`config.mk`:
```
export PLATFORM = sky130hd
export DESIGN_NAME = hdlc_deframer_crc32_check_unit
export DESIGN_NICKNAME = d
export VERILOG_FILES = /design/src/sv/hdlcd_pkg.sv /design/src/sv/hdlcd_front.sv /design/src/sv/hdlcd_queue.sv /design/src/sv/hdlcd_back.sv /design/src/sv/hdlc_deframer_crc32_check_unit.sv
export SDC_FILE = /design/constraint.sdc
export NUM_CORES = 1
export LEC_CHECK = 0
export BUFFER_PORTS_ARGS = -buffer_cell sky130_fd_sc_hd__buf_2
export CORE_MARGIN = 2
export CORE_UTILIZATION = 40
export CTS_BUF_LIST = sky130_fd_sc_hd__clkbuf_4
export DETAILED_ROUTE_END_ITERATION = 10
export SLEW_MARGIN = 20
export SYNTH_ARGS = -nofsm -noshare
export SYNTH_HDL_FRONTEND = slang
export SYNTH_HIERARCHICAL = 1
export SYNTH_SLANG_ARGS = --single-unit
```
`constraint.sdc`:
```
create_clock -name aclk -period 10 [get_ports aclk]
set_clock_uncertainty 0.1 [all_clocks]
set_input_delay 2 -clock aclk [delete_from_list [all_inputs] [get_ports aclk]]
set_output_delay 2 -clock aclk [all_outputs]
set_load 0.05 [all_outputs]
```
`src/sv/hdlcd_pkg.sv`:
```
package hdlcd_pkg;

    localparam int MAX_FRAME_BYTES = 1024;
    localparam int CRC_LEN         = 4;
    localparam int LEN_W           = 11;
    localparam int MIN_W           = 7;

    localparam logic [7:0]  FLAG_BYTE = 8'h7E;
    localparam logic [7:0]  ESC_BYTE  = 8'h7D;
    localparam logic [7:0]  ESC_MASK  = 8'h20;
    localparam logic [31:0] CRC_POLY  = 32'hEDB88320;
    localparam logic [31:0] CRC_INIT  = 32'hFFFFFFFF;
    localparam logic [6:0]  MIN_RESET = 7'd6;

    localparam logic [LEN_W-1:0] MAX_COUNT = LEN_W'(MAX_FRAME_BYTES);
    localparam logic [LEN_W-1:0] CRC_COUNT = LEN_W'(CRC_LEN);

    typedef enum logic {
        OP_DATA  = 1'b0,
        OP_CLOSE = 1'b1
    } op_t;

    typedef enum logic [2:0] {
        ST_GOOD  = 3'd0,
        ST_ESC   = 3'd1,
        ST_MALF  = 3'd2,
        ST_SHORT = 3'd3,
        ST_CRC   = 3'd4
    } status_t;

    typedef struct packed {
        op_t              op;
        logic [7:0]       data;
        logic             emit;
        logic             esc;
        logic             malf;
        logic [LEN_W-1:0] len;
    } item_t;

    function automatic logic [31:0] crc_byte(input logic [31:0] crc_in, input logic [7:0] b);
        logic [31:0] c;
        c = crc_in ^ {24'd0, b};
        for (int k = 0; k < 8; k++) begin
            if (c[0]) begin
                c = (c >> 1) ^ CRC_POLY;
            end else begin
                c = c >> 1;
            end
        end
        return c;
    endfunction

endpackage

```
`src/sv/hdlcd_front.sv`:
```
module hdlcd_front (
    input  logic                 aclk,
    input  logic                 aresetn,
    input  logic                 s_valid,
    output logic                 s_ready,
    input  logic [7:0]           s_rx_byte,
    input  logic                 q_full,
    output logic                 q_push,
    output hdlcd_pkg::item_t     q_item
);
    import hdlcd_pkg::*;

    logic             in_frame_reg, in_frame_next;
    logic             esc_reg, esc_next;
    logic             malf_reg, malf_next;
    logic [LEN_W-1:0] cnt_reg, cnt_next;
    logic             accept;
    logic             need_push;

    assign s_ready = !q_full;
    assign accept  = s_valid && s_ready;
    assign q_push  = accept && need_push;

    always_comb begin
        in_frame_next = in_frame_reg;
        esc_next      = esc_reg;
        malf_next     = malf_reg;
        cnt_next      = cnt_reg;
        need_push     = 1'b0;
        q_item.op     = OP_DATA;
        q_item.data   = esc_reg ? (s_rx_byte ^ ESC_MASK) : s_rx_byte;
        q_item.emit   = (cnt_reg >= CRC_COUNT);
        q_item.esc    = esc_reg;
        q_item.malf   = malf_reg;
        q_item.len    = cnt_reg;
        if (accept) begin
            priority if (s_rx_byte == FLAG_BYTE) begin
                if (in_frame_reg && (cnt_reg != '0)) begin
                    need_push = 1'b1;
                    q_item.op = OP_CLOSE;
                end
                in_frame_next = 1'b1;
                esc_next      = 1'b0;
                malf_next     = 1'b0;
                cnt_next      = '0;
            end else if (!in_frame_reg) begin
                in_frame_next = 1'b0;
            end else if (s_rx_byte == ESC_BYTE) begin
                if (esc_reg) begin
                    malf_next = 1'b1;
                end
                esc_next = !esc_reg;
            end else if (cnt_reg < MAX_COUNT) begin
                need_push = 1'b1;
                cnt_next  = cnt_reg + LEN_W'(1);
                esc_next  = 1'b0;
            end else begin
                malf_next = 1'b1;
                esc_next  = 1'b0;
            end
        end
    end

    always_ff @(posedge aclk) begin
        if (!aresetn) begin
            in_frame_reg <= 1'b0;
            esc_reg      <= 1'b0;
            malf_reg     <= 1'b0;
            cnt_reg      <= '0;
        end else begin
            in_frame_reg <= in_frame_next;
            esc_reg      <= esc_next;
            malf_reg     <= malf_next;
            cnt_reg      <= cnt_next;
        end
    end

endmodule

```
`src/sv/hdlcd_queue.sv`:
```
module hdlcd_queue (
    input  logic             aclk,
    input  logic             aresetn,
    input  logic             push,
    input  hdlcd_pkg::item_t push_item,
    output logic             full,
    input  logic             pop,
    output logic             empty,
    output hdlcd_pkg::item_t pop_item
);
    import hdlcd_pkg::*;

    item_t      mem_reg [2];
    logic       wr_ptr_reg, wr_ptr_next;
    logic       rd_ptr_reg, rd_ptr_next;
    logic [1:0] count_reg, count_next;

    assign full     = (count_reg == 2'd2);
    assign empty    = (count_reg == 2'd0);
    assign pop_item = mem_reg[rd_ptr_reg];

    always_comb begin
        wr_ptr_next = push ? !wr_ptr_reg : wr_ptr_reg;
        rd_ptr_next = pop ? !rd_ptr_reg : rd_ptr_reg;
        count_next  = count_reg + {1'b0, push} - {1'b0, pop};
    end

    always_ff @(posedge aclk) begin
        if (push) begin
            mem_reg[wr_ptr_reg] <= push_item;
        end
    end

    always_ff @(posedge aclk) begin
        if (!aresetn) begin
            wr_ptr_reg <= 1'b0;
            rd_ptr_reg <= 1'b0;
            count_reg  <= 2'd0;
        end else begin
            wr_ptr_reg <= wr_ptr_next;
            rd_ptr_reg <= rd_ptr_next;
            count_reg  <= count_next;
        end
    end

endmodule

```
`src/sv/hdlcd_back.sv`:
```
module hdlcd_back (
    input  logic                          aclk,
    input  logic                          aresetn,
    input  logic [hdlcd_pkg::MIN_W-1:0]   min_frame_bytes,
    input  logic                          q_empty,
    input  hdlcd_pkg::item_t              q_item,
    output logic                          q_pop,
    output logic                          m_valid,
    input  logic                          m_ready,
    output logic                          m_kind,
    output logic [7:0]                    m_payload_byte,
    output logic [2:0]                    m_frame_status,
    output logic [hdlcd_pkg::LEN_W-1:0]   m_frame_length
);
    import hdlcd_pkg::*;

    logic [7:0]       tap_reg [CRC_LEN];
    logic [31:0]      crc_reg, crc_next;
    logic             out_valid_reg, out_valid_next;
    logic             kind_reg, kind_next;
    logic [7:0]       byte_reg, byte_next;
    status_t          status_reg, status_next;
    logic [LEN_W-1:0] len_reg, len_next;
    logic [31:0]      expect_crc;
    logic             too_short;

    assign q_pop      = !q_empty && (!out_valid_reg || m_ready);
    assign expect_crc = {tap_reg[3], tap_reg[2], tap_reg[1], tap_reg[0]};
    assign too_short  = (q_item.len < {{(LEN_W-MIN_W){1'b0}}, min_frame_bytes})
                        || (q_item.len < CRC_COUNT);

    assign m_valid        = out_valid_reg;
    assign m_kind         = kind_reg;
    assign m_payload_byte = byte_reg;
    assign m_frame_status = status_reg;
    assign m_frame_length = len_reg;

    always_comb begin
        crc_next       = crc_reg;
        out_valid_next = out_valid_reg && !m_ready;
        kind_next      = kind_reg;
        byte_next      = byte_reg;
        status_next    = status_reg;
        len_next       = len_reg;
        if (q_pop) begin
            unique case (q_item.op)
                OP_DATA: begin
                    if (q_item.emit) begin
                        crc_next       = crc_byte(crc_reg, tap_reg[0]);
                        out_valid_next = 1'b1;
                        kind_next      = 1'b0;
                        byte_next      = tap_reg[0];
                        status_next    = ST_GOOD;
                        len_next       = '0;
                    end
                end
                OP_CLOSE: begin
                    crc_next       = CRC_INIT;
                    out_valid_next = 1'b1;
                    kind_next      = 1'b1;
                    byte_next      = 8'd0;
                    len_next       = q_item.len;
                    priority if (q_item.esc) begin
                        status_next = ST_ESC;
                    end else if (q_item.malf) begin
                        status_next = ST_MALF;
                    end else if (too_short) begin
                        status_next = ST_SHORT;
                    end else if ((crc_reg ^ CRC_INIT) == expect_crc) begin
                        status_next = ST_GOOD;
                    end else begin
                        status_next = ST_CRC;
                    end
                end
                default: begin
                    crc_next = crc_reg;
                end
            endcase
        end
    end

    always_ff @(posedge aclk) begin
        if (q_pop && (q_item.op == OP_DATA)) begin
            for (int i = 0; i < CRC_LEN - 1; i++) begin
                tap_reg[i] <= tap_reg[i+1];
            end
            tap_reg[CRC_LEN-1] <= q_item.data;
        end
        kind_reg   <= kind_next;
        byte_reg   <= byte_next;
        status_reg <= status_next;
        len_reg    <= len_next;
    end

    always_ff @(posedge aclk) begin
        if (!aresetn) begin
            crc_reg       <= CRC_INIT;
            out_valid_reg <= 1'b0;
        end else begin
            crc_reg       <= crc_next;
            out_valid_reg <= out_valid_next;
        end
    end

endmodule

```
`src/sv/hdlc_deframer_crc32_check_unit.sv`:
```
// Channel   Direction  Beat payload
// s_        in         rx_byte (8): one raw received byte
// m_        out        kind (1), payload_byte (8), frame_status (3), frame_length (11)
// cfg_      in         data (7): min_frame_bytes
//
// One byte per cycle sustained while m_ready stays high; results pass the queue and the output register.
// The front classifies and unescapes bytes, a two-beat queue feeds the back, which runs the
// tail delay line, the byte-wide CRC-32 update and the verdict in its output register.
// A stall on m_ fills the queue, then drops s_ready; cfg_ready is always high.
// Synchronous active-low reset clears frame state; min_frame_bytes resets to 6.
module hdlc_deframer_crc32_check_unit (
    input  logic                        aclk,
    input  logic                        aresetn,
    input  logic                        s_valid,
    output logic                        s_ready,
    input  logic [7:0]                  s_rx_byte,
    output logic                        m_valid,
    input  logic                        m_ready,
    output logic                        m_kind,
    output logic [7:0]                  m_payload_byte,
    output logic [2:0]                  m_frame_status,
    output logic [hdlcd_pkg::LEN_W-1:0] m_frame_length,
    input  logic                        cfg_valid,
    output logic                        cfg_ready,
    input  logic [hdlcd_pkg::MIN_W-1:0] cfg_data
);
    import hdlcd_pkg::*;

    logic [MIN_W-1:0] min_reg;
    logic             q_push, q_full, q_pop, q_empty;
    item_t            push_item, pop_item;

    assign cfg_ready = 1'b1;

    always_ff @(posedge aclk) begin
        if (!aresetn) begin
            min_reg <= MIN_RESET;
        end else if (cfg_valid && cfg_ready) begin
            min_reg <= cfg_data;
        end
    end

    hdlcd_front u_front (
        .aclk      (aclk),
        .aresetn   (aresetn),
        .s_valid   (s_valid),
        .s_ready   (s_ready),
        .s_rx_byte (s_rx_byte),
        .q_full    (q_full),
        .q_push    (q_push),
        .q_item    (push_item)
    );

    hdlcd_queue u_queue (
        .aclk      (aclk),
        .aresetn   (aresetn),
        .push      (q_push),
        .push_item (push_item),
        .full      (q_full),
        .pop       (q_pop),
        .empty     (q_empty),
        .pop_item  (pop_item)
    );

    hdlcd_back u_back (
        .aclk            (aclk),
        .aresetn         (aresetn),
        .min_frame_bytes (min_reg),
        .q_empty         (q_empty),
        .q_item          (pop_item),
        .q_pop           (q_pop),
        .m_valid         (m_valid),
        .m_ready         (m_ready),
        .m_kind          (m_kind),
        .m_payload_byte  (m_payload_byte),
        .m_frame_status  (m_frame_status),
        .m_frame_length  (m_frame_length)
    );

endmodule
```
==> impl_results.md <==
- Outcome: complete, but fails checks
- Failing checks: design-rule violations
- Mapped Cells: 583
- Max-cap viol count: 0
- CTS sink cnt: 160
- Post-CTS sizing: 0
- Yosys warns: 6
- Die W: 140 um
- Residual DRC count: 2
- Final nets: 654
- DR WL/cell: 17.2 um
- Hold buffer count at CTS: 0
- Fill count: 1630
- Register bit count reported by yosys: 160
- Sequential element share of the synthesized area: 0.569
- Sequential group share of total power: 0.560
- Relative slew slack: 0.299
- Combinational share of power: 0.188
- LEAKAGE: 0.00283 uW
- H-tree depth: 4
- CTS max path bufs: 2
- Commonest non-fill, non-tap cell in the layout: edfxtp_1
- Top Family by Delay on Critical Path: simple AND/OR/NAND/NOR gates
- DPL Wire Length: roughly 10 mm
- Number of I/O port buffers: 44
- Post-Syn Area: 0.00740 mm^2
- Period Utilization, post-route: 0.389
- Int Pwr: 946 uW
- PwrDens: 174 mW/mm^2
- CP Data Arrival Time: 3990 ps
- Final GP Congestion: 0.894
- Sw Share: 0.323
- Final Max Tran Viols: 0
- CP max FO: 23
- Syn_nets: 615
- Yosys cell types: 62
- Starting Density: 0.409
- EDFF count, synth: 101
- Vias/cell: 5.17
- Die area: 0.0196 mm^2
- CORE AREA: 0.0181 mm^2
- Max FFs per register: 46
- Antenna diodes: 0
- Number of setup buffers added after CTS: 0
- TNS Setup: 0 ps
- Die Y: approximately 140 um
- CP Cell Sequence: buf_2 > and4_1 > nand2_1 > nor2_1 > a31o_2 > and2_1
- GRT overflow: 0
- Required @ worst endpoint: a little over 10000 ps
- FMAX: 0.257 GHz
- Top-Level Pins: 46
- CTS Buf Count: 17
- Initial antenna violation count: 0
- Slowest Stage Delay on Critical Path: 830 ps
- WL final: between 10 and 15 mm
- Placed cell count: 832
- Crit path capture type: register
- Vias after detailed routing: 4468
- Multi-input gate area: 0.00294 mm^2
- Clock share of power: 0.251
- Area Growth Syn to Fin: 8.45%
- Clock Latency Late Sink: about 560 ps
- Final Hold Fails: 0
- Psw: ~450 uW
- Layout cell share with drive strength beyond 1: 0.206
- Worst-Margin Slew: 1050 ps
- Antenna-violating nets left: 0
- TritonCTS clock tree: yes
- Final setup viols: 0
- Crit path time final: about 3900 ps
- RSZ-0062 raised after global routing: no
- Buf/Inv on CP: 1
- Global Route Usage Sum: 0.158
- Synthesized area per cell: 12.7 um^2
- Vias in the first global route: 4450
- CTS root buffer: clkbuf_4
- Largest net degree at the start of global routing: 64
- FP Rows: 49
- Critical Setup Path Class: in2reg
- Drt first pass iters: 8
- Most frequent cells in the layout: 101 x edfxtp_1, 67 x xnor2_1, 59 x dfxtp_1
- Worst hold path class: reg2reg
- Predominant post-synthesis flop cell: edfxtp_1
- Iter 0 DRT Violations: around 360
- Worst Setup Start Kind: primary input
- Async SR Flop Fraction: 0
- First-pass GRT wire length: 24.1 mm
- Worst VDD drop: 115 uV
- Fin cells: 864
- Clock transition at the registers of the reported paths: around 130 ps
- Critical path's slowest cell: and2_1
- Register area: between 0.004 and 0.005 mm^2
[path summary, 6_finish.rpt]
| path | slack, ps | start | depth (start not counted) | to |
|---|---|---|---|---|
| max | 6110 | s_rx_byte[5] | 6 | u_queue/mem_reg[1][19] |
| min | 380 | u_back/tap_reg[1][2] | 0 | u_back/tap_reg[0][2] |
| max reg2reg | 6900 | register | 7 | u_back/crc_reg[18] |
| min reg2reg | 380 | u_back/tap_reg[1][2] | 0 | u_back/tap_reg[0][2] |
[cell usage after synthesis (all sizes together) (15+ instances only)]
cell    count  area [um^2]
edfxtp    101         3030
dfxtp      59         1180
inv        19         71.3
o21ai      18         90.1
nor2b      21          131
nand2      38          143
buf        19          144
nor2       16         60.1
xnor2      76          767
mux2       23          259
o22ai      23          150
and2       15         93.8
xor2       20          243
[cell families after synthesis]
group,after synthesis,synth area share
DFF,160,0.569
and+or+nand+nor,155,0.117
xor gates and xnor gates,98,0.143
AOI/OAI and AO/OA,77,0.0710
buffers and inverters,50,0.0351
muxes,30,0.0444
adders and majority gates,12,0.0203
other,1,0.000506
[metal layers]
layer | GRT usage | vias up | wire length [um]
li1 | - | 2172 | -
met1 | 0.221 | 2175 | 7200
met2 | 0.248 | 103 | 6850
met3 | 0.0342 | 18 | 618
met4 | 0.0516 | 0 | 193
met5 | 0 | - | 0
[final cells by class]
cell class              count  share of cell area
inverters                  20             0.00935
flip-flops and latches    160               0.525
clock inverters            15              0.0154
multi-input cells         373               0.366
well taps                 229              0.0357
repair buffers             50              0.0330
clock buffers              17              0.0159
[power groups by stage]
| stage | clock (uW) | combinational (uW) | sequential, uW |
|---|---|---|---|
| 6_report | 351 | 263 | 783 |
| 2_1_floorplan | 0 | 148 | 857 |
| 4_1_cts | 365 | 266 | 784 |
| 3_5_place_dp | 0 | 265 | 799 |
| 3_3_place_gp | 0 | 264 | 799 |
| 5_1_grt | 391 | 283 | 789 |
[per-stage QoR]
| stage | total power, uW | cell area, um^2 | setup slack (ps) | hold slack, ps | util |
|---|---|---|---|---|---|
| final | 1400 | 8030 | 6110 | 384 | 0.444 |
| after global routing | 1460 | 8030 | 5960 | 405 | 0.444 |
| after CTS | 1410 | 8030 | 6180 | 384 | 0.444 |
| after detailed placement | 1060 | 7780 | 5550 | 361 | 0.430 |
| after global placement | 1060 | 7780 | 5630 | 359 | 0.430 |
| after floorplan | 1010 | 7400 | 5180 | 324 | - |
No activity file was read; power rests on OpenSTA's default activity.
